==> src/design/triangle_azimuth_sector_select_macros.svh <==
// assertion macros for the triangle azimuth sector select block
// used by the top level only
`ifndef TRIANGLE_AZIMUTH_SECTOR_SELECT_MACROS_SVH
`define TRIANGLE_AZIMUTH_SECTOR_SELECT_MACROS_SVH
`define TASS_ASSERT_IMPL(lbl, clk, rst_n, a, c) \
  lbl: assert property (@(posedge clk) disable iff (!rst_n) (a) |-> (c)) \
    else $error("assertion failed");
`define TASS_ASSERT_NEXT(lbl, clk, rst_n, a, c) \
  lbl: assert property (@(posedge clk) disable iff (!rst_n) (a) |=> (c)) \
    else $error("assertion failed");
`endif

==> src/design/tass_pkg.sv <==
// shared types and constants for the triangle azimuth sector select block
// no dependencies
package tass_pkg;
  localparam int unsigned NumRegs = 7;
  localparam int unsigned CfgIdxBits = 3;
  localparam int unsigned BoundBits = 16;
  localparam int unsigned AccBits = 32;
  localparam int unsigned NumVerts = 3;

  typedef enum logic [CfgIdxBits-1:0] {
    RegCenterX = 3'd0,
    RegCenterZ = 3'd1,
    RegBoundOne = 3'd2,
    RegBoundTwo = 3'd3,
    RegBoundThree = 3'd4,
    RegBoundFour = 3'd5,
    RegBoundFive = 3'd6
  } reg_idx_e;

  localparam logic [BoundBits-1:0] BoundOneRst = 16'd14564;
  localparam logic [BoundBits-1:0] BoundTwoRst = 16'd27307;
  localparam logic [BoundBits-1:0] BoundThreeRst = 16'd38411;
  localparam logic [BoundBits-1:0] BoundFourRst = 16'd51883;
  localparam logic [BoundBits-1:0] BoundFiveRst = 16'd62805;

  typedef struct packed {
    logic [BoundBits-1:0] b1;
    logic [BoundBits-1:0] b2;
    logic [BoundBits-1:0] b3;
    logic [BoundBits-1:0] b4;
    logic [BoundBits-1:0] b5;
  } bounds_t;

  function automatic logic [AccBits-1:0] atan_turn(input int unsigned i);
    logic [AccBits-1:0] t;
    begin
      case (i)
        0: t = 32'h20000000;  1: t = 32'h12E4051E;
        2: t = 32'h09FB385B;  3: t = 32'h051111D4;
        4: t = 32'h028B0D43;  5: t = 32'h0145D7E1;
        6: t = 32'h00A2F61E;  7: t = 32'h00517C55;
        8: t = 32'h0028BE53;  9: t = 32'h00145F2F;
        10: t = 32'h000A2F98; 11: t = 32'h000517CC;
        12: t = 32'h00028BE6; 13: t = 32'h000145F3;
        14: t = 32'h0000A2FA; 15: t = 32'h0000517D;
        16: t = 32'h000028BE; 17: t = 32'h0000145F;
        18: t = 32'h00000A30; 19: t = 32'h00000518;
        20: t = 32'h0000028C; 21: t = 32'h00000146;
        22: t = 32'h000000A3; 23: t = 32'h00000051;
        default: t = '0;
      endcase
      return t;
    end
  endfunction
endpackage

==> src/design/tass_cordic_stage.sv <==
// one registered cordic vectoring stage with valid bit
// depends on tass_pkg
module tass_cordic_stage #(
  parameter int unsigned W = 34,
  parameter int unsigned SHIFT = 0
) (
  input  logic clk_i,
  input  logic rst_ni,
  input  logic en_i,
  input  logic valid_i,
  input  logic signed [W-1:0] x_i,
  input  logic signed [W-1:0] y_i,
  input  logic [tass_pkg::AccBits-1:0] acc_i,
  output logic valid_o,
  output logic signed [W-1:0] x_o,
  output logic signed [W-1:0] y_o,
  output logic [tass_pkg::AccBits-1:0] acc_o
);
  logic signed [W-1:0] x_d, y_d;
  logic [tass_pkg::AccBits-1:0] acc_d;
  logic valid_q;

  always_comb begin
    if (!y_i[W-1]) begin
      x_d = x_i + (y_i >>> SHIFT);
      y_d = y_i - (x_i >>> SHIFT);
      acc_d = acc_i + tass_pkg::atan_turn(SHIFT);
    end else begin
      x_d = x_i - (y_i >>> SHIFT);
      y_d = y_i + (x_i >>> SHIFT);
      acc_d = acc_i - tass_pkg::atan_turn(SHIFT);
    end
  end

  always_ff @(posedge clk_i or negedge rst_ni) begin
    if (!rst_ni) valid_q <= 1'b0;
    else if (en_i) valid_q <= valid_i;
  end

  always_ff @(posedge clk_i) begin
    if (en_i) begin
      x_o <= x_d;
      y_o <= y_d;
      acc_o <= acc_d;
    end
  end

  assign valid_o = valid_q;
endmodule

==> src/design/tass_azimuth.sv <==
// pipelined azimuth unit: centre offset, prerotation, cordic stages, rounding
// depends on tass_pkg and tass_cordic_stage
module tass_azimuth #(
  parameter int unsigned COORD_BITS = 24,
  parameter int unsigned ANGLE_BITS = 16,
  parameter int unsigned CORDIC_STAGES = 16
) (
  input  logic clk_i,
  input  logic rst_ni,
  input  logic en_i,
  input  logic valid_i,
  input  logic signed [COORD_BITS-1:0] px_i,
  input  logic signed [COORD_BITS-1:0] pz_i,
  input  logic signed [COORD_BITS-1:0] cx_i,
  input  logic signed [COORD_BITS-1:0] cz_i,
  output logic valid_o,
  output logic [ANGLE_BITS-1:0] angle_o
);
  // coordinates scaled by 256 plus cordic growth
  localparam int unsigned W = COORD_BITS + 12;
  localparam int unsigned NS = (CORDIC_STAGES > 24) ? 24 : CORDIC_STAGES;
  localparam int unsigned AB = tass_pkg::AccBits;

  logic signed [COORD_BITS:0] dx_d, dz_d;
  logic signed [COORD_BITS:0] dx_q, dz_q;
  logic v0_q;
  logic signed [W-1:0] x0, y0;
  logic [AB-1:0] acc0;
  logic zero0;

  assign dx_d = $signed({px_i[COORD_BITS-1], px_i}) - $signed({cx_i[COORD_BITS-1], cx_i});
  assign dz_d = $signed({pz_i[COORD_BITS-1], pz_i}) - $signed({cz_i[COORD_BITS-1], cz_i});

  always_ff @(posedge clk_i or negedge rst_ni) begin
    if (!rst_ni) v0_q <= 1'b0;
    else if (en_i) v0_q <= valid_i;
  end

  always_ff @(posedge clk_i) begin
    if (en_i) begin
      dx_q <= dx_d;
      dz_q <= dz_d;
    end
  end

  always_comb begin
    logic signed [W-1:0] xs, ys;
    xs = W'(dz_q) <<< 8;
    ys = W'(dx_q) <<< 8;
    zero0 = (dx_q == '0) && (dz_q == '0);
    if (dz_q[COORD_BITS]) begin
      x0 = -xs;
      y0 = -ys;
      acc0 = {1'b1, {(AB-1){1'b0}}};
    end else begin
      x0 = xs;
      y0 = ys;
      acc0 = '0;
    end
  end

  logic signed [W-1:0] xs_w [NS+1];
  logic signed [W-1:0] ys_w [NS+1];
  logic [AB-1:0] acc_w [NS+1];
  logic vs_w [NS+1];
  logic [NS:0] zero_q;

  assign xs_w[0] = x0;
  assign ys_w[0] = y0;
  assign acc_w[0] = acc0;
  assign vs_w[0] = v0_q;
  assign zero_q[0] = zero0;

  for (genvar i = 0; i < NS; i++) begin : g_stage
    tass_cordic_stage #(.W(W), .SHIFT(i)) u_stage (
      .clk_i, .rst_ni, .en_i,
      .valid_i(vs_w[i]), .x_i(xs_w[i]), .y_i(ys_w[i]), .acc_i(acc_w[i]),
      .valid_o(vs_w[i+1]), .x_o(xs_w[i+1]), .y_o(ys_w[i+1]), .acc_o(acc_w[i+1])
    );
    always_ff @(posedge clk_i) begin
      if (en_i) zero_q[i+1] <= zero_q[i];
    end
  end

  logic [AB-1:0] rnd;
  logic [ANGLE_BITS-1:0] angle_q;
  logic vout_q;
  assign rnd = acc_w[NS] + (AB'(1) << (AB - 1 - ANGLE_BITS));

  always_ff @(posedge clk_i or negedge rst_ni) begin
    if (!rst_ni) vout_q <= 1'b0;
    else if (en_i) vout_q <= vs_w[NS];
  end

  always_ff @(posedge clk_i) begin
    if (en_i) angle_q <= zero_q[NS] ? '0 : rnd[AB-1 -: ANGLE_BITS];
  end

  assign valid_o = vout_q;
  assign angle_o = angle_q;
endmodule

==> config.mk <==
export PLATFORM = sky130hd
export DESIGN_NAME = tass_azimuth
export DESIGN_NICKNAME = d
export VERILOG_FILES = /design/src/design/triangle_azimuth_sector_select_macros.svh /design/src/design/tass_pkg.sv /design/src/design/tass_cordic_stage.sv /design/src/design/tass_azimuth.sv
export SDC_FILE = /design/constraint.sdc
export NUM_CORES = 2
export LEC_CHECK = 0
export BUFFER_PORTS_ARGS = -buffer_cell sky130_fd_sc_hd__clkbuf_2
export CAP_MARGIN = 10
export CORE_MARGIN = 10
export CORE_UTILIZATION = 50
export DETAILED_ROUTE_END_ITERATION = 16
export HOLD_SLACK_MARGIN = 0.1
export PLACE_DENSITY_LB_ADDON = 0.3
export SYNTH_ARGS = -nofsm -noshare
export SYNTH_HDL_FRONTEND = slang
export SYNTH_SLANG_ARGS = --single-unit
==> constraint.sdc <==
create_clock -name clk_i -period 6.2 [get_ports clk_i]
set_input_delay 0.31 -clock clk_i [delete_from_list [all_inputs] [get_ports clk_i]]
set_output_delay 0.31 -clock clk_i [all_outputs]
set_load 0.1 [all_outputs]
==> results.json <==
{
  "outcome": "finished, final reports clean",
  "grt_max_degree": 135,
  "start_util_pct": 50.3,
  "grt_pass1_vias": 99223,
  "reg2reg_depth": 19,
  "drc_errors": 0,
  "drt_wl_total_mm": 348,
  "hold_path_class": "in2reg",
  "dpl_cell_area_um2": 134000,
  "rows": 186,
  "die_y_um": 529,
  "fill_cells": 23034,
  "clkTransAtPathRegs_ps": 60,
  "grt_pass1_wl_mm": 543,
  "criticalPathCategory": "reg2reg",
  "drv_cap": 0,
  "crit_fanout": 5,
  "nets": 15745,
  "dr_total_vias": 103822,
  "design_area_um2": 141000,
  "worst_clock_skew_ps": 56.6,
  "ant_nets": 0,
  "synth_edf_count": 1454,
  "multiInputGateArea_um2": 81900,
  "ys_seq_elements": 1472,
  "min_path_cells": 3,
  "synth_flop_cell": "edfxtp_1",
  "syn-cell-area_um2": 129000,
  "rsz0062_at_grt": "no",
  "cts_buffer_depth": 3,
  "hold_violations": 0,
  "drt-initial-drc-count": 6949,
  "synth_cell_types": 102,
  "critPathLaunchType": "flip-flop",
  "place_congestion": 0.969,
  "numClockSinks": 1472,
  "tns_ps": 0,
  "worstPathRequired_ps": 6790,
  "post-dp-hpwl_mm": 279,
  "max_slew_margin_pct": 14.7,
  "worst_slew_pin_slew_ps": 1270,
  "clk-insertion-delay-late_ps": 860,
  "post-cts-setup-buffers": 0,
  "avgSynthCellArea_um2": 9.32,
  "layout-drive-gt1-share_pct": 4.46,
  "syn_to_final_growth_pct": 9.28,
  "synth_top_area_cell": "edfxtp_1",
  "rrSetupSlack_ps": 750,
  "synth_top_area_share_pct": 33.7,
  "wire_per_inst_um": 19.7,
  "core_area_um2": 257000,
  "hp-start": "pz_i[10]",
  "h-tree-depth": 4,
  "overflow": 0,
  "grt_usage_pct": 23.9,
  "io_pins": 117,
  "firstDrtPassIters": 6,
  "cts_tree": "done",
  "die_w_um": 529,
  "synthTopCellsByArea": "edfxtp_1 (34%), ha_1 (14%), xnor2_1 (8.6%)",
  "critical_path_arrival_ps": 6030,
  "reg2reg_to": "g_stage[9].u_stage.y_o[35]$_DFFE_PP_",
  "portBuffers": 116,
  "vias_per_cell": 5.87,
  "ff_latch_area_um2": 44100,
  "antenna_found_initial": 12,
  "clock.fmax_mhz": 184,
  "cts-root-buf": "clkbuf_16",
  "die-area_um2": 280000,
  "seq_area_frac_synth_pct": 34.1,
  "post-route-period-util_pct": 87.8,
  "drv_slew": 0,
  "synthArstFlopShare_pct": 1.22,
  "cp-end-kind": "flip-flop",
  "ys_warn_count": 0,
  "finalSetupViolCount": 0,
  "hold_path_end": "dz_q[10]$_DFFE_PP_",
  "numCtsBuffers": 173,
  "min_period_ps": 5450,
  "netlist_instances": 13896,
  "r2r_start": "g_stage[8].u_stage.x_o[9]$_DFFE_PP_"
}
## metrics by stage
| stage | hold WS, ps | setup slack, ps | utilization [%] | std cells |
|---|---|---|---|---|
| 6_report | 172 | 755 | 55.0 | 17677 |
| 5_1_grt | 171 | 221 | 55.0 | 17673 |
| 4_1_cts | 104 | 864 | 55.0 | 17669 |
| 3_5_place_dp | 300 | 906 | 52.2 | 17228 |
| 3_3_place_gp | 294 | 989 | 52.2 | 17228 |
| 2_1_floorplan | 14.4 | 1650 | - | 13900 |
## state kept, by name (all words and copies together), names as in the netlist
name	flops
g_stage.u_stage.y_o	482
dz_q	25
g_stage.u_stage.acc_o	425
angle_o	16
dx_q	25
g_stage.u_stage.x_o	465
g_stage.u_stage.valid_o	16
valid_o	1
zero_q	16
v0_q	1
## synthesized netlist by cell type (51+ instances only)
cell,instances
o211ai_1,57
inv_1,644
or3_1,71
o41ai_1,51
a31oi_1,157
a21o_1,737
clkbuf_1,231
a211oi_1,92
nand4_1,125
o31ai_1,68
o21bai_1,189
nand2b_1,217
nand3_1,236
nor3_1,333
a21oi_1,1509
xor2_1,700
mux2_2,52
o21a_1,167
nor2_1,1250
nand2_1,730
and2_1,87
xnor2_1,1269
o21ai_0,658
edfxtp_1,1454
nor4_1,102
nor2b_1,245
a21boi_0,56
ha_1,1469
and3_1,176
## how the worst max path moves through the flow
stage | start | end | slack (ps)
6_report | g_stage[8].u_stage.x_o[9]$_DFFE_PP_ | g_stage[9].u_stage.y_o[35]$_DFFE_PP_ | 750
5_1_grt | g_stage[8].u_stage.y_o[9]$_DFFE_PP_ | g_stage[9].u_stage.x_o[33]$_DFFE_PP_ | 220
4_1_cts | g_stage[2].u_stage.y_o[10]$_DFFE_PP_ | g_stage[3].u_stage.x_o[32]$_DFFE_PP_ | 860
3_5_place_dp | g_stage[2].u_stage.y_o[10]$_DFFE_PP_ | g_stage[3].u_stage.x_o[32]$_DFFE_PP_ | 910
3_3_place_gp | g_stage[8].u_stage.y_o[9]$_DFFE_PP_ | g_stage[9].u_stage.x_o[35]$_DFFE_PP_ | 990
2_1_floorplan | g_stage[3].u_stage.y_o[35]$_DFFE_PP_ | g_stage[4].u_stage.y_o[34]$_DFFE_PP_ | 1650
## worst max-delay path, stage by stage (launching register included)
cell       delay, ps
edfxtp_1         440
inv_1             90
ha_1             170
nand2b_1          90
or2_2            300
inv_1             80
nand2_1          110
nor3_1           510
a21oi_1          150
xor2_1           170
ha_1             380
nand4_1          150
or3_1            400
a2111oi_0        950
o31ai_1          240
o21ai_0          470
nand4_1          150
nand4_1          110
a21oi_1           80
xnor2_1          120
## per-layer routing
metal  track usage [%]  vias up  part of all wire, %
met5                 0        -               0.0083
met4              15.3        4                  7.4
met3              2.60      851                  4.0
met2              42.3     2630                   49
met1              27.4    48623                   40
li1                  -    51714                    -
## cell type report
| cell class | count | area share [%] |
|---|---|---|
| repair buffers | 337 | 1.90 |
| flip-flops and latches | 1472 | 31.2 |
| clock buffers | 202 | 3.14 |
| inverters | 657 | 1.74 |
| clock inverters | 118 | 1.16 |
| diodes | 8 | 0.0142 |
| multi-input cells | 11499 | 57.9 |
| well taps | 3384 | 2.99 |
## kinds of logic (layout without fill, tap and decap cells)
kind of cell	after synthesis	count (layout)	share of synthesized area, %
compound gates	4162	4162	20.3
simple gates	3777	3777	14.1
xor+xnor	1969	1969	13.3
fa+ha+maj	1505	1505	14.8
flops	1472	1472	34.1
buf+inv	929	1314	2.70
mux	80	80	0.669
other cells	2	14	0.00580
## repair_timing
| item | 4_1_cts | 5_1_grt |
|---|---|---|
| hold endpoints to repair | 101 | 0 |
| hold buffers | 121 | 0 |
| resized for setup | 0 | 0 |
## placed cells by master, fill, tap and decap left out, types with 40 or more instances in the layout
cell,n
a211o_1,50
a211oi_1,92
a21boi_0,56
a21o_1,737
a21oi_1,1509
a221oi_1,42
a31oi_1,157
and2_1,87
and3_1,176
buf_4,90
clkbuf_16,173
clkbuf_2,115
dlygate4sd3_1,121
edfxtp_1,1454
ha_1,1469
inv_1,644
mux2_2,52
nand2_1,730
nand2b_1,217
nand3_1,236
nand4_1,125
nor2_1,1250
nor2b_1,245
nor3_1,333
nor4_1,102
o211ai_1,57
o21a_1,167
o21ai_0,658
o21bai_1,189
o31a_1,40
o31ai_1,68
o41ai_1,51
or3_1,71
or4_1,41
xnor2_1,1269
xor2_1,700
Power is left out: the tool's default activity adds up to more than one toggle a clock period on the data nets, which glitch-free logic cannot reach.
