## src/design/triangle_azimuth_sector_select_macros.svh

```systemverilog
// assertion macros for the triangle azimuth sector select block
// used by the top level only
`ifndef TRIANGLE_AZIMUTH_SECTOR_SELECT_MACROS_SVH
`define TRIANGLE_AZIMUTH_SECTOR_SELECT_MACROS_SVH
`define TASS_ASSERT_IMPL(lbl, clk, rst_n, a, c) \
  lbl: assert property (@(posedge clk) disable iff (!rst_n) (a) |-> (c)) \
    else $error("assertion failed");
`define TASS_ASSERT_NEXT(lbl, clk, rst_n, a, c) \
  lbl: assert property (@(posedge clk) disable iff (!rst_n) (a) |=> (c)) \
    else $error("assertion failed");
`endif

```

## src/design/tass_pkg.sv

```systemverilog
// shared types and constants for the triangle azimuth sector select block
// no dependencies
package tass_pkg;
  localparam int unsigned NumRegs = 7;
  localparam int unsigned CfgIdxBits = 3;
  localparam int unsigned BoundBits = 16;
  localparam int unsigned AccBits = 32;
  localparam int unsigned NumVerts = 3;

  typedef enum logic [CfgIdxBits-1:0] {
    RegCenterX = 3'd0,
    RegCenterZ = 3'd1,
    RegBoundOne = 3'd2,
    RegBoundTwo = 3'd3,
    RegBoundThree = 3'd4,
    RegBoundFour = 3'd5,
    RegBoundFive = 3'd6
  } reg_idx_e;

  localparam logic [BoundBits-1:0] BoundOneRst = 16'd14564;
  localparam logic [BoundBits-1:0] BoundTwoRst = 16'd27307;
  localparam logic [BoundBits-1:0] BoundThreeRst = 16'd38411;
  localparam logic [BoundBits-1:0] BoundFourRst = 16'd51883;
  localparam logic [BoundBits-1:0] BoundFiveRst = 16'd62805;

  typedef struct packed {
    logic [BoundBits-1:0] b1;
    logic [BoundBits-1:0] b2;
    logic [BoundBits-1:0] b3;
    logic [BoundBits-1:0] b4;
    logic [BoundBits-1:0] b5;
  } bounds_t;

  function automatic logic [AccBits-1:0] atan_turn(input int unsigned i);
    logic [AccBits-1:0] t;
    begin
      case (i)
        0: t = 32'h20000000;  1: t = 32'h12E4051E;
        2: t = 32'h09FB385B;  3: t = 32'h051111D4;
        4: t = 32'h028B0D43;  5: t = 32'h0145D7E1;
        6: t = 32'h00A2F61E;  7: t = 32'h00517C55;
        8: t = 32'h0028BE53;  9: t = 32'h00145F2F;
        10: t = 32'h000A2F98; 11: t = 32'h000517CC;
        12: t = 32'h00028BE6; 13: t = 32'h000145F3;
        14: t = 32'h0000A2FA; 15: t = 32'h0000517D;
        16: t = 32'h000028BE; 17: t = 32'h0000145F;
        18: t = 32'h00000A30; 19: t = 32'h00000518;
        20: t = 32'h0000028C; 21: t = 32'h00000146;
        22: t = 32'h000000A3; 23: t = 32'h00000051;
        default: t = '0;
      endcase
      return t;
    end
  endfunction
endpackage

```

## src/design/tass_sector.sv

```systemverilog
// registered sector rule evaluation on three azimuths
// depends on tass_pkg
module tass_sector #(
  parameter int unsigned ANGLE_BITS = 16
) (
  input  logic clk_i,
  input  logic en_i,
  input  logic [ANGLE_BITS-1:0] ang_i [tass_pkg::NumVerts],
  input  tass_pkg::bounds_t bounds_i,
  output logic [4:0] mask_o
);
  // compare on a common 24-bit scale
  localparam int unsigned CW = 24;
  logic [CW-1:0] a [tass_pkg::NumVerts];
  logic [CW-1:0] b1, b2, b3, b4, b5;
  logic [4:0] mask_d;

  always_comb begin
    logic lt5, ge4all, lt1, gt5, gt1, le2, ge3, le4, ge2, le3;
    b1 = CW'(bounds_i.b1) << 8;
    b2 = CW'(bounds_i.b2) << 8;
    b3 = CW'(bounds_i.b3) << 8;
    b4 = CW'(bounds_i.b4) << 8;
    b5 = CW'(bounds_i.b5) << 8;
    lt5 = 1'b0; ge4all = 1'b1; lt1 = 1'b0; gt5 = 1'b0; gt1 = 1'b0;
    le2 = 1'b0; ge3 = 1'b0; le4 = 1'b0; ge2 = 1'b0; le3 = 1'b0;
    for (int k = 0; k < tass_pkg::NumVerts; k++) begin
      a[k] = CW'(ang_i[k]) << (24 - ANGLE_BITS);
      lt5 |= a[k] < b5;
      ge4all &= a[k] >= b4;
      lt1 |= a[k] < b1;
      gt5 |= a[k] > b5;
      gt1 |= a[k] > b1;
      le2 |= a[k] <= b2;
      ge3 |= a[k] >= b3;
      le4 |= a[k] <= b4;
      ge2 |= a[k] >= b2;
      le3 |= a[k] <= b3;
    end
    mask_d = {ge2 && le3, ge3 && le4, gt1 && le2, lt1 || gt5, lt5 && ge4all};
  end

  always_ff @(posedge clk_i) begin
    if (en_i) mask_o <= mask_d;
  end
endmodule
```

## config.mk

```make
export PLATFORM = sky130hd
export DESIGN_NAME = tass_sector
export DESIGN_NICKNAME = d
export VERILOG_FILES = /design/src/design/triangle_azimuth_sector_select_macros.svh /design/src/design/tass_pkg.sv /design/src/design/tass_sector.sv
export SDC_FILE = /design/constraint.sdc
export NUM_CORES = 1
export LEC_CHECK = 0
export BUFFER_PORTS_ARGS = -buffer_cell sky130_fd_sc_hd__buf_2
export CORE_MARGIN = 5
export CORE_UTILIZATION = 50
export DETAILED_ROUTE_END_ITERATION = 12
export HOLD_SLACK_MARGIN = 0.08
export PLACE_DENSITY = 0.75
export SYNTH_ARGS = -nofsm -noshare
export SYNTH_HDL_FRONTEND = slang
export SYNTH_SLANG_ARGS = --single-unit
```

## constraint.sdc

```tcl
create_clock -name clk_i -period 4.1 [get_ports clk_i]
set_input_delay 1.23 -clock clk_i [delete_from_list [all_inputs] [get_ports clk_i]]
set_output_delay 1.23 -clock clk_i [all_outputs]
set_load 0.1 [all_outputs]
```

==> metrics.md, run 1 <==
| Metric | Value |
|---|---|
| Post-CTS Setup Bufs | `0` |
| YS warnings | `0` |
| Initial Utilization | `between 50% and 60%` |
| Syn avg cell area | `7.98 um2` |
| Post-DP HPWL | `about 19,000 um` |
| Clock buffer depth | `2` |
| H-tree depth | `1` |
| Finished Core Util | `59.6%` |
| Antenna Nets Post-Route | `0` |
| Tmin final | `about 3.8 ns` |
| Die ar. | `~13,000 um2` |
| Worst Max-Slew Pin Slew | `0.837 ns` |
| Leakage Power | `roughly 3.6 nW` |
| Synth area leader | `ha_1` |
| Rows | `38` |
| CP max-delay cell | `nor4_1` |
| HP Class | `in2reg` |
| Most used cell along the critical path | `nand3_1` |
| I/O pin cnt | `approximately 140` |
| Total grt overflow | `0` |
| Global-route wire length before repair | `roughly 32,000 um` |
| Worst slew margin | `a little over two fifths` |
| Layout cells sized above 1 | `17.1%` |
| Post-CTS sizing | `0` |
| Routed len/inst | `about 22 um` |
| Die width | `116 um` |
| CTS buffer count | `3` |
| Largest register FFs | `5` |
| Sequential area share after synthesis | `under 10%` |
| Pwr Density | `roughly 140 nW/um2` |
| Crit Path Max Fanout | `5` |
| Number of vias per cell | `~6.3` |
| Initial antenna violation count | `0` |
| Fmax | `266 MHz` |
| Top_reg_cell synth | `edfxtp_1` |
| # setup viols final | `0` |
| RSZ-0062 raised after global routing | `no` |
| Number of global-route vias before repair | `6,164` |
| Cells after Synth | `~700` |
| Die Y | `roughly 120 um` |
| Area grow syn2layout | `15.9%` |
| Routability cong. | `just over 1` |
| Diode count | `0` |
| Pin count of the biggest net entering global routing | `6` |
| Max VDD drop | `~0.00017 V` |
| Outcome | `completed` |
| Critical path launch point type | `input port` |
| Yosys reg bits | `5` |
| Top reg by flops | `mask_o` |
| Cts hold-fix bufs | `0` |
| Arrival time at the worst endpoint | `~3.7 ns` |
| Total iterations of the first detailed-routing run | `5` |
| DRC | `0` |
| Slew Limit Fails | `0` |
| Crit path kind | `in2reg` |
| Ranking of synthesized cells by area | `ha_1, a21oi_1, inv_1, nand4_1, nand2_1` |
| CTS clk-pin slew, worst paths | `0.04 ns` |
| EDFF count, synth | `5` |
| Iter 0 DRT Violations | `512` |
| Buf/Inv on CP | `1` |
| Top flop regs | `mask_o (5)` |
| Via count | `6,165` |
| CORE AREA | `10,900 um2` |
| Max_cap viols | `0` |
| Largest delay share family, worst path | `simple AND/OR/NAND/NOR gates` |
| CTS tree | `done` |
| Share of the synthesized area in the top cell type | `a little over half` |
| Final Net Count | `1,211` |
| Post-Synthesis Cell Area | `~5600 um2` |
| Total GRT Usage | `between 30% and 40%` |
| Period utilization | `between 90% and 100%` |
| Sequence of cells on the critical path | `buf_2 -> ha_1 -> nand4_1 -> nor4_1 -> o21ai_0 -> nand3_1 -> nand2_1 -> a21oi_1 -> nand3_1` |
| Final Hold Fails | `0` |
| Fillers | `between 1,000 and 1,500` |
| Buffers on Ports | `between 100 and 150` |
| Syn nets | `1,072` |
| Unique masters post-synth | `~40` |
| CTS sink count | `5` |
| Routed Wire Length | `between 20,000 and 25,000 um` |
| Async S/R FF share, synth | `0%` |
| CP Capture Type | `flop` |
| Root Driver | `clkbuf_8` |
| Critical Path RT | `slightly above 4 ns` |
| Slowest stage delay, CP | `0.82 ns` |
| Setup Total Neg Slack | `0 ns` |
==> metal layers <==
| metal | wire length [um] | vias up | track usage (%) |
|---|---|---|---|
| met5 | 0 | - | 0 |
| met4 | 1040 | 0 | 12.0 |
| met3 | 1720 | 67 | 5.27 |
| met2 | 9120 | 295 | 50.3 |
| met1 | 9270 | 2822 | 42.3 |
| li1 | - | 2981 | - |
==> synthesized netlist by cell type (all sizes together), types with 2 or more instances <==
cell type and instances:
o41ai 3, a21o 19, a21oi 99, and4 3
a2111oi 7, o21ai 22, a31oi 4, o22ai 2
nor2 23, o31ai 2, nand3 21, a211oi 6
nand4 47, nor3 7, o211ai 15, inv 83
a22oi 3, nor2b 16, or4 4, ha 240
nand2 49, nor4b 2, edfxtp 5, a2bb2oi 2
and3 2, nor4 5, a221oi 3
==> logic make-up (layout without fill, tap and decap cells) <==
logic type | Yosys count | after routing | synth area share (%)
simple gates | 183 | 183 | 17.2
fa+ha+maj | 240 | 240 | 53.6
flops | 5 | 5 | 2.68
buf+inv | 83 | 221 | 5.56
compound gates | 191 | 191 | 20.9
==> cells in the final DEF, fill, tap and decap left out, drive strengths merged, types with 4 or more instances in the layout <==
| master | n |
|---|---|
| a21oi | 99 |
| nor2 | 23 |
| ha | 240 |
| inv | 83 |
| o211ai | 15 |
| edfxtp | 5 |
| clkbuf | 4 |
| o21ai | 22 |
| or4 | 4 |
| nor4 | 5 |
| a31oi | 4 |
| a2111oi | 7 |
| nand4 | 47 |
| nor2b | 16 |
| a21o | 19 |
| a211oi | 6 |
| nor3 | 7 |
| nand3 | 21 |
| nand2 | 49 |
| buf | 134 |
==> where the power goes <==
part / switching [W] / total [W] / internal (W)
clock network: 0.0000312 / 0.0000986 / 0.0000674
registers: 0.00000329 / 0.0000674 / 0.0000641
logic: 0.000452 / 0.000731 / 0.000279
total: 0.000487 / 0.000897 / 0.000410
==> worst paths after layout <==
| path | start | slack, ns | end | depth (start not counted) |
|---|---|---|---|---|
| setup / recovery | ang_i[46] | 0.35 | mask_o[1] | 9 |
| hold / removal | en_i | 1.32 | mask_o[0] | 1 |
==> stage by stage <==
| stage | hold slack [ns] | cells | total power [W] | cell area [um2] | setup slack, ns |
|---|---|---|---|---|---|
| floorplan | 1.34 | 702 | 0.000513 | 5600 | 1.20 |
| global route | 1.32 | 980 | 0.000984 | 6490 | 0.284 |
| global placement | 1.55 | 976 | 0.000750 | 6450 | 0.247 |
| finish | 1.32 | 980 | 0.000897 | 6490 | 0.346 |
| detailed placement | 1.55 | 976 | 0.000781 | 6450 | 0.239 |
| CTS | 1.32 | 980 | 0.000881 | 6490 | 0.475 |
==> final cells by class <==
class	count	area (um2)	share of cell area, %
Multi-Input combinational cell	614	5140	79.2
Timing Repair Buffer	134	671	10.3
Inverter	83	312	4.80
Tap cell	140	175	2.70
Sequential cell	5	150	2.31
Clock buffer	4	45.0	0.694
Power figures use the tool's default switching activity.
==> run 2: changes to the inputs <==
Settings changed: BUFFER_PORTS_ARGS -buffer_cell sky130_fd_sc_hd__buf_2 to -buffer_cell sky130_fd_sc_hd__buf_4.
==> run 2 against run 1 <==
Flip-flop and latch count unchanged. Power increased by 4.4%. Critical path type unchanged. Cell count unchanged. Largest power group unchanged. Worst setup slack gained 0.51 ns. First-iteration DRC count is 19% lower. Combinational power grew 5.5%. Die area did not move. Sequential power is 2% higher.
==> metrics.md, run 2 (synthesized netlist as in run 1, its figures left out) <==
| Metric | Value |
|---|---|
| RSZ-0062 raised after global routing | `no (unchanged)` |
| Routed len/inst | `21.8 um (was 21.6 um)` |
| Commonest non-fill, non-tap cells in the layout | `ha_1, buf_4, a21oi_1 (was ha_1, buf_2, a21oi_1)` |
| Post-CTS sizing | `0 (unchanged)` |
| Sequence of cells on the critical path | `buf_4 -> ha_1 -> a21o_1 -> nand3_1 -> a21oi_1 -> a2111oi_0 -> o21ai_0 -> o41ai_1 -> a2bb2oi_1 (was buf_2 -> ha_1 -> nand4_1 -> nor4_1 -> o21ai_0 -> nand3_1 -> nand2_1 -> a21oi_1 -> nand3_1)` |
| Pin count of the biggest net entering global routing | `6 (unchanged)` |
| Critical path launch point type | `input port (unchanged)` |
| Worst Hold Path Cells | `1 (unchanged)` |
| Initial Utilization | `51.4% (unchanged)` |
| Final Worst Setup Slack | `0.854 ns (was 0.346 ns)` |
| HP Class | `in2reg (unchanged)` |
| Crit Path Max Fanout | `5 (unchanged)` |
| Int Pwr | `0.000449 W (was 0.000410 W)` |
| CTS tree | `done (unchanged)` |
| Initial antenna violation count | `0 (unchanged)` |
| Via count | `6,135 (was 6,165)` |
| Setup Total Neg Slack | `0 ns (unchanged)` |
| CP max-delay cell | `a2111oi_0 (was nor4_1)` |
| CTS sink count | `5 (unchanged)` |
| Number of vias per cell | `6.26 (was 6.29)` |
| CTS clk-pin slew, worst paths | `0.04 ns (about the same)` |
| CORE AREA | `10,900 um2 (unchanged)` |
| Combinational cell fraction of total power | `82.4% (was 81.5%)` |
| Worst path depth | `9 (unchanged)` |
| Slew Limit Fails | `0 (unchanged)` |
| Buf/Inv on CP | `1 (unchanged)` |
| Worst hold path endpoint | `mask_o[4] (was mask_o[0])` |
| Tmin final | `3.25 ns (was 3.75 ns)` |
| Top reg by flops | `mask_o (unchanged)` |
| Area grow syn2layout | `21.9% (was 15.9%)` |
| Clk pwr share | `10.2% (was 11.0%)` |
| Worst slew margin | `51.7% (was 42.8%)` |
| Top flop regs | `mask_o (5) (unchanged)` |
| Diode count | `0 (unchanged)` |
| Global-route wire length before repair | `31,900 um (was 32,400 um)` |
| Worst Max-Slew Pin Slew | `0.707 ns (was 0.837 ns)` |
| Pwr Density | `137 nW/um2 (was 138 nW/um2)` |
| HP Start | `en_i (unchanged)` |
| Seq pwr share | `7.4% (was 7.5%)` |
| Max_cap viols | `0 (unchanged)` |
| # setup viols final | `0 (unchanged)` |
| Rows | `38 (unchanged)` |
| Post-DP HPWL | `19,000 um (was 18,800 um)` |
| CTS buffer count | `3 (unchanged)` |
| Slowest stage delay, CP | `0.66 ns (was 0.82 ns)` |
| Antenna Nets Post-Route | `0 (unchanged)` |
| Layout cells sized above 1 | `17.1% (unchanged)` |
| H-tree depth | `1 (unchanged)` |
| Crit path kind | `in2reg (unchanged)` |
| Setup WS pre-CTS | `0.643 ns (was 0.239 ns)` |
| Largest register FFs | `5 (unchanged)` |
| Largest delay share family, worst path | `compound AO/OA/AOI/OAI gates (was simple AND/OR/NAND/NOR gates)` |
| CP Capture Type | `flop (unchanged)` |
| Total GRT Usage | `31.2% (was 31.4%)` |
| Final Hold Fails | `0 (unchanged)` |
| Fillers | `971 (was 1,031)` |
| Iter 0 DRT Violations | `413 (was 512)` |
| I/O pin cnt | `135 (unchanged)` |
| Sw Pwr | `0.000487 W (about the same)` |
| Die Y | `116 um (unchanged)` |
| Cts hold-fix bufs | `0 (unchanged)` |
| Number of global-route vias before repair | `5,887 (was 6,164)` |
| Arrival time at the worst endpoint | `3.21 ns (was 3.72 ns)` |
| Post-CTS Setup Bufs | `0 (unchanged)` |
| Fmax | `308 MHz (was 266 MHz)` |
| Commonest non-fill, non-tap cell in the layout | `ha_1 (unchanged)` |
| Die width | `116 um (unchanged)` |
| Buffers on Ports | `134 (unchanged)` |
| Period utilization | `79.2% (was 91.6%)` |
| Total grt overflow | `0 (unchanged)` |
| Sw frac | `52.0% (was 54.3%)` |
| Leakage Power | `3.68 nW (was 3.57 nW)` |
| Critical Path RT | `4.06 ns (was 4.07 ns)` |
| DRC | `0 (unchanged)` |
| Clock buffer depth | `2 (unchanged)` |
| Root Driver | `clkbuf_8 (unchanged)` |
| Max VDD drop | `0.000140 V (was 0.000174 V)` |
| Total iterations of the first detailed-routing run | `7 (was 5)` |
| Routed Wire Length | `21,400 um (was 21,100 um)` |
| Die ar. | `13,400 um2 (unchanged)` |
| Routability cong. | `0.967 (was 1.04)` |
| Final Net Count | `1,211 (unchanged)` |
| Outcome | `completed (unchanged)` |
## run 2: cell types whose count changed in the layout (fill, tap and decap cells not counted)
cell	previous run	this run
buf_4	0	134
buf_2	134	0
## run 2: metrics by stage
| stage | total power, W | cell area (um2) | std cells | hold slack (ns) | util [%] |
|---|---|---|---|---|---|
| CTS | 0.000922 | 6830 | 980 | 1.27 | 62.7 |
| global route | 0.00102 | 6830 | 980 | 1.26 | 62.7 |
| floorplan | 0.000513 | 5600 | 702 | 1.34 | - |
| detailed placement | 0.000824 | 6780 | 976 | 1.50 | 62.3 |
| finish | 0.000936 | 6830 | 980 | 1.27 | 62.7 |
| global placement | 0.000793 | 6780 | 976 | 1.50 | 62.3 |
## run 2: power by group through the flow
stage,Combinational [W],Sequential (W),Clock [W]
after detailed placement,0.000755,0.0000687,0
after global routing,0.000852,0.0000683,0.000101
after floorplan,0.000405,0.000108,0
after global placement,0.000725,0.0000687,0
after CTS,0.000760,0.0000680,0.0000937
final,0.000771,0.0000690,0.0000958
## run 2: how the worst max path moves through the flow
stage	start	endpoint	slack [ns]
2_1_floorplan	bounds_i[53]	mask_o[4]	1.20
3_3_place_gp	bounds_i[53]	mask_o[4]	0.67
3_5_place_dp	bounds_i[53]	mask_o[4]	0.64
4_1_cts	ang_i[21]	mask_o[2]	0.82
5_1_grt	bounds_i[69]	mask_o[2]	0.69
6_report	ang_i[21]	mask_o[2]	0.85
## run 2: final cells by class
type | count | area (um2) | share of cell area [%]
repair buffers | 134 | 1010 | 14.7
well taps | 140 | 175 | 2.57
clock buffers | 4 | 45.0 | 0.660
flip-flops and latches | 5 | 150 | 2.20
multi-input cells | 614 | 5140 | 75.3
inverters | 83 | 312 | 4.56
## run 2: layer usage
metal | up-vias | global-route usage [%] | part of all wire (%)
met5 | - | 0 | 0
met4 | 0 | 6.03 | 2.1
met3 | 37 | 3.08 | 8.1
met2 | 313 | 52.6 | 46
met1 | 2801 | 43.5 | 44
li1 | 2984 | - | -
==> run 3: changes to the inputs <==
Settings changed: ABC_AREA from default to 1, PLACE_DENSITY 0.75 to 0.74.
Clock period 4.1 ns to 3.1 ns, I/O delays scaled along.
==> run 3 against run 2 <==
Global-route usage fell by 5.4 points. Final area increased by 9.7%. Routed wire length down 11%. Combinational power grew 35%. Hold slack got worse by 0.29 ns. Highest routed layer unchanged. Cell count increased by 29%. Area after synthesis up 11%. Flip-flop and latch count stayed put. Non-clock buffer count stayed put. Synthesized cell count increased by 37%. Sequential share of layout area down 0.19 points. First-iteration DRC count fell by 7.7%.
==> metrics.md, run 3 <==
| Metric | Value |
|---|---|
| Initial Utilization | `51.3% (was 51.4%)` |
| Syn avg cell area | `6.44 um2 (was 7.98 um2)` |
| Worst Max-Slew Pin Slew | `0.428 ns (was 0.707 ns)` |
| I/O pin cnt | `135 (unchanged)` |
| Final Hold Fails | `0 (unchanged)` |
| Buffers on Ports | `134 (unchanged)` |
| Tmin final | `2.38 ns` |
| HP Class | `in2reg (unchanged)` |
| Synth area leader | `ha_1 (unchanged)` |
| CP Capture Type | `flop (unchanged)` |
| CP max-delay cell | `ha_1 (was a2111oi_0)` |
| Critical path launch point type | `input port (unchanged)` |
| Crit Path Max Fanout | `5 (unchanged)` |
| Commonest non-fill, non-tap cell in the layout | `nand2_1 (was ha_1)` |
| RSZ-0062 raised after global routing | `no (unchanged)` |
| DP Cell Count | `1,264 (was 976)` |
| Commonest non-fill, non-tap cells in the layout | `nand2_1, ha_1, inv_1 (was ha_1, buf_4, a21oi_1)` |
| EDFF count, synth | `5 (unchanged)` |
| Routability cong. | `0.943 (was 0.967)` |
| Post-CTS sizing | `0 (unchanged)` |
| Final Net Count | `1,471 (was 1,211)` |
| Setup Total Neg Slack | `0 ns (unchanged)` |
| Slew Limit Fails | `0 (unchanged)` |
| Synth cell count leaders | `nand2_1, ha_1, inv_1 (was ha_1, a21oi_1, inv_1)` |
| Post-DP HPWL | `17,100 um (was 19,000 um)` |
| Die Y | `121 um (was 116 um)` |
| CTS buffer count | `3 (unchanged)` |
| Cells after Synth | `962 (was 702)` |
| CTS tree | `done (unchanged)` |
| Global-route wire length before repair | `30,100 um (was 31,900 um)` |
| Critical Path RT | `3.08 ns (was 4.06 ns)` |
| Unique masters post-synth | `20 (was 41)` |
| Number of vias per cell | `5.05 (was 6.26)` |
| Total grt overflow | `0 (unchanged)` |
| Area grow syn2layout | `20.9% (was 21.9%)` |
| Iter 0 DRT Violations | `381 (was 413)` |
| Diode count | `0 (unchanged)` |
| Finished Layout Cells | `1,268 (was 980)` |
| Async S/R FF share, synth | `0% (unchanged)` |
| Die ar. | `14,700 um2 (was 13,400 um2)` |
| Syn nets | `1,332 (was 1,072)` |
| Layout cells sized above 1 | `12.9% (was 17.1%)` |
| Rows | `40 (was 38)` |
| Post-Synthesis Cell Area | `6190 um2 (was 5600 um2)` |
| Post-CTS Setup Bufs | `0 (unchanged)` |
| H-tree depth | `1 (unchanged)` |
| Top reg by flops | `mask_o (unchanged)` |
| Routed Wire Length | `19,100 um (was 21,400 um)` |
| Outcome | `completed (unchanged)` |
| Top flop regs | `mask_o (5) (unchanged)` |
| Sequential area share after synthesis | `2.42% (was 2.68%)` |
| Initial antenna violation count | `0 (unchanged)` |
| Largest register FFs | `5 (unchanged)` |
| Max_cap viols | `0 (unchanged)` |
| Pwr Density | `180 nW/um2 (was 137 nW/um2)` |
| Most frequent cell after synthesis | `nand2_1 (was ha_1)` |
| Cts hold-fix bufs | `0 (unchanged)` |
| Period utilization | `76.7%` |
| CTS clk-pin slew, worst paths | `0.03 ns (was 0.04 ns)` |
| YS warnings | `0 (unchanged)` |
| Antenna Nets Post-Route | `0 (unchanged)` |
| DRC | `0 (unchanged)` |
| # setup viols final | `0 (unchanged)` |
| Total iterations of the first detailed-routing run | `5 (was 7)` |
| Root Driver | `clkbuf_16 (was clkbuf_8)` |
| Pin count of the biggest net entering global routing | `6 (unchanged)` |
| Top_reg_cell synth | `edfxtp_1 (unchanged)` |
| Total GRT Usage | `25.8% (was 31.2%)` |
| Yosys reg bits | `5 (unchanged)` |
| Arrival time at the worst endpoint | `2.35 ns (was 3.21 ns)` |
| Crit path kind | `in2reg (unchanged)` |
| Slowest stage delay, CP | `0.30 ns (was 0.66 ns)` |
| Via count | `6,407 (was 6,135)` |
| CTS sink count | `5 (unchanged)` |
| Worst slew margin | `71.2% (was 51.7%)` |
| Routed len/inst | `15.1 um (was 21.8 um)` |
| Ranking of synthesized cells by area | `ha_1, nand2_1, inv_1, a21oi_1, nor2_1 (was ha_1, a21oi_1, inv_1, nand4_1, nand2_1)` |
| Worst hold slack | `0.975 ns (was 1.27 ns)` |
| Sequence of cells on the critical path | `buf_4 -> ha_1 -> nand2_1 -> nor2_1 -> nand2_1 -> nor3_1 -> o21bai_1 -> nand2_1 -> nor2_1 -> nor2_1 (was buf_4 -> ha_1 -> a21o_1 -> nand3_1 -> a21oi_1 -> a2111oi_0 -> o21ai_0 -> o41ai_1 -> a2bb2oi_1)` |
| Die width | `121 um (was 116 um)` |
| CORE AREA | `12,100 um2 (was 10,900 um2)` |
| Fmax | `421 MHz` |
| Clock buffer depth | `2 (unchanged)` |
| Leakage Power | `4.71 nW (was 3.68 nW)` |
| Number of global-route vias before repair | `6,054 (was 5,887)` |
| Max VDD drop | `0.000164 V (was 0.000140 V)` |
| Share of the synthesized area in the top cell type | `48.5% (was 53.6%)` |
-- run 3: changes by cell type after synthesis, sizes merged, moves of 9 or more --
cell    delta
nor2b     -16
nor2      +48
inv       +92
nand3     +12
nand4     -31
nand2    +224
o211ai    -15
o21a       +9
a21o      -16
-- run 3: cell type report --
type                            count  area, um2
Multi-Input combinational cell    782       5390
Fill cell                        1214       4570
Timing Repair Buffer              134       1010
Inverter                          175        657
Tap cell                          168        210
Sequential cell                     5        150
Clock buffer                        4       78.8
-- run 3: final timing paths --
check / slack [ns] / startpoint / cells after the start / endpoint
max: 0.72 / ang_i[43] / 10 / mask_o[2]
min: 0.98 / en_i / 1 / mask_o[3]
-- run 3: worst max-delay path, delay by kind of cell --
| kind | cells | cell delay (ns) |
|---|---|---|
| buffers and inverters | 1 | 0.14 |
| and+or+nand+nor | 7 | 0.84 |
| AOI/OAI and AO/OA | 1 | 0.12 |
| adders and majority gates | 1 | 0.30 |
-- run 3: per-layer routing --
metal	vias to the layer above	wire length [um]	global-route usage, %	part of all wire (%)
met4	0	389	5.60	2.0
met3	20	1360	2.70	7.1
met1	2745	9070	37.3	47
li1	3459	-	-	-
met5	-	0	0	0
met2	183	8320	41.2	43
-- run 3: cells by family after synthesis --
| group | synth area share, % |
|---|---|
| AND/OR/NAND/NOR | 26.4 |
| adder cells (fa/ha/maj) | 48.5 |
| buffers and inverters | 10.6 |
| AO/OA/AOI/OAI | 12.1 |
| flip-flops | 2.42 |
-- run 3: stage by stage --
stage,power (W),utilization (%),cell area [um2],setup WS (ns)
after global placement,0.00110,61.4,7410,0.517
final,0.00135,62.1,7490,0.723
after floorplan,0.000733,-,6190,0.882
after detailed placement,0.00112,61.4,7410,0.500
after global routing,0.00150,62.1,7490,0.533
after CTS,0.00134,62.1,7490,0.738
-- run 3: where the power goes --
group           total, W  leakage (nW)  internal, W  switching [W]
combinational    0.00104          4.62     0.000422       0.000620
sequential     0.0000922        0.0494    0.0000854     0.00000687
clock           0.000212        0.0382     0.000170      0.0000421
total            0.00135          4.71     0.000678       0.000669
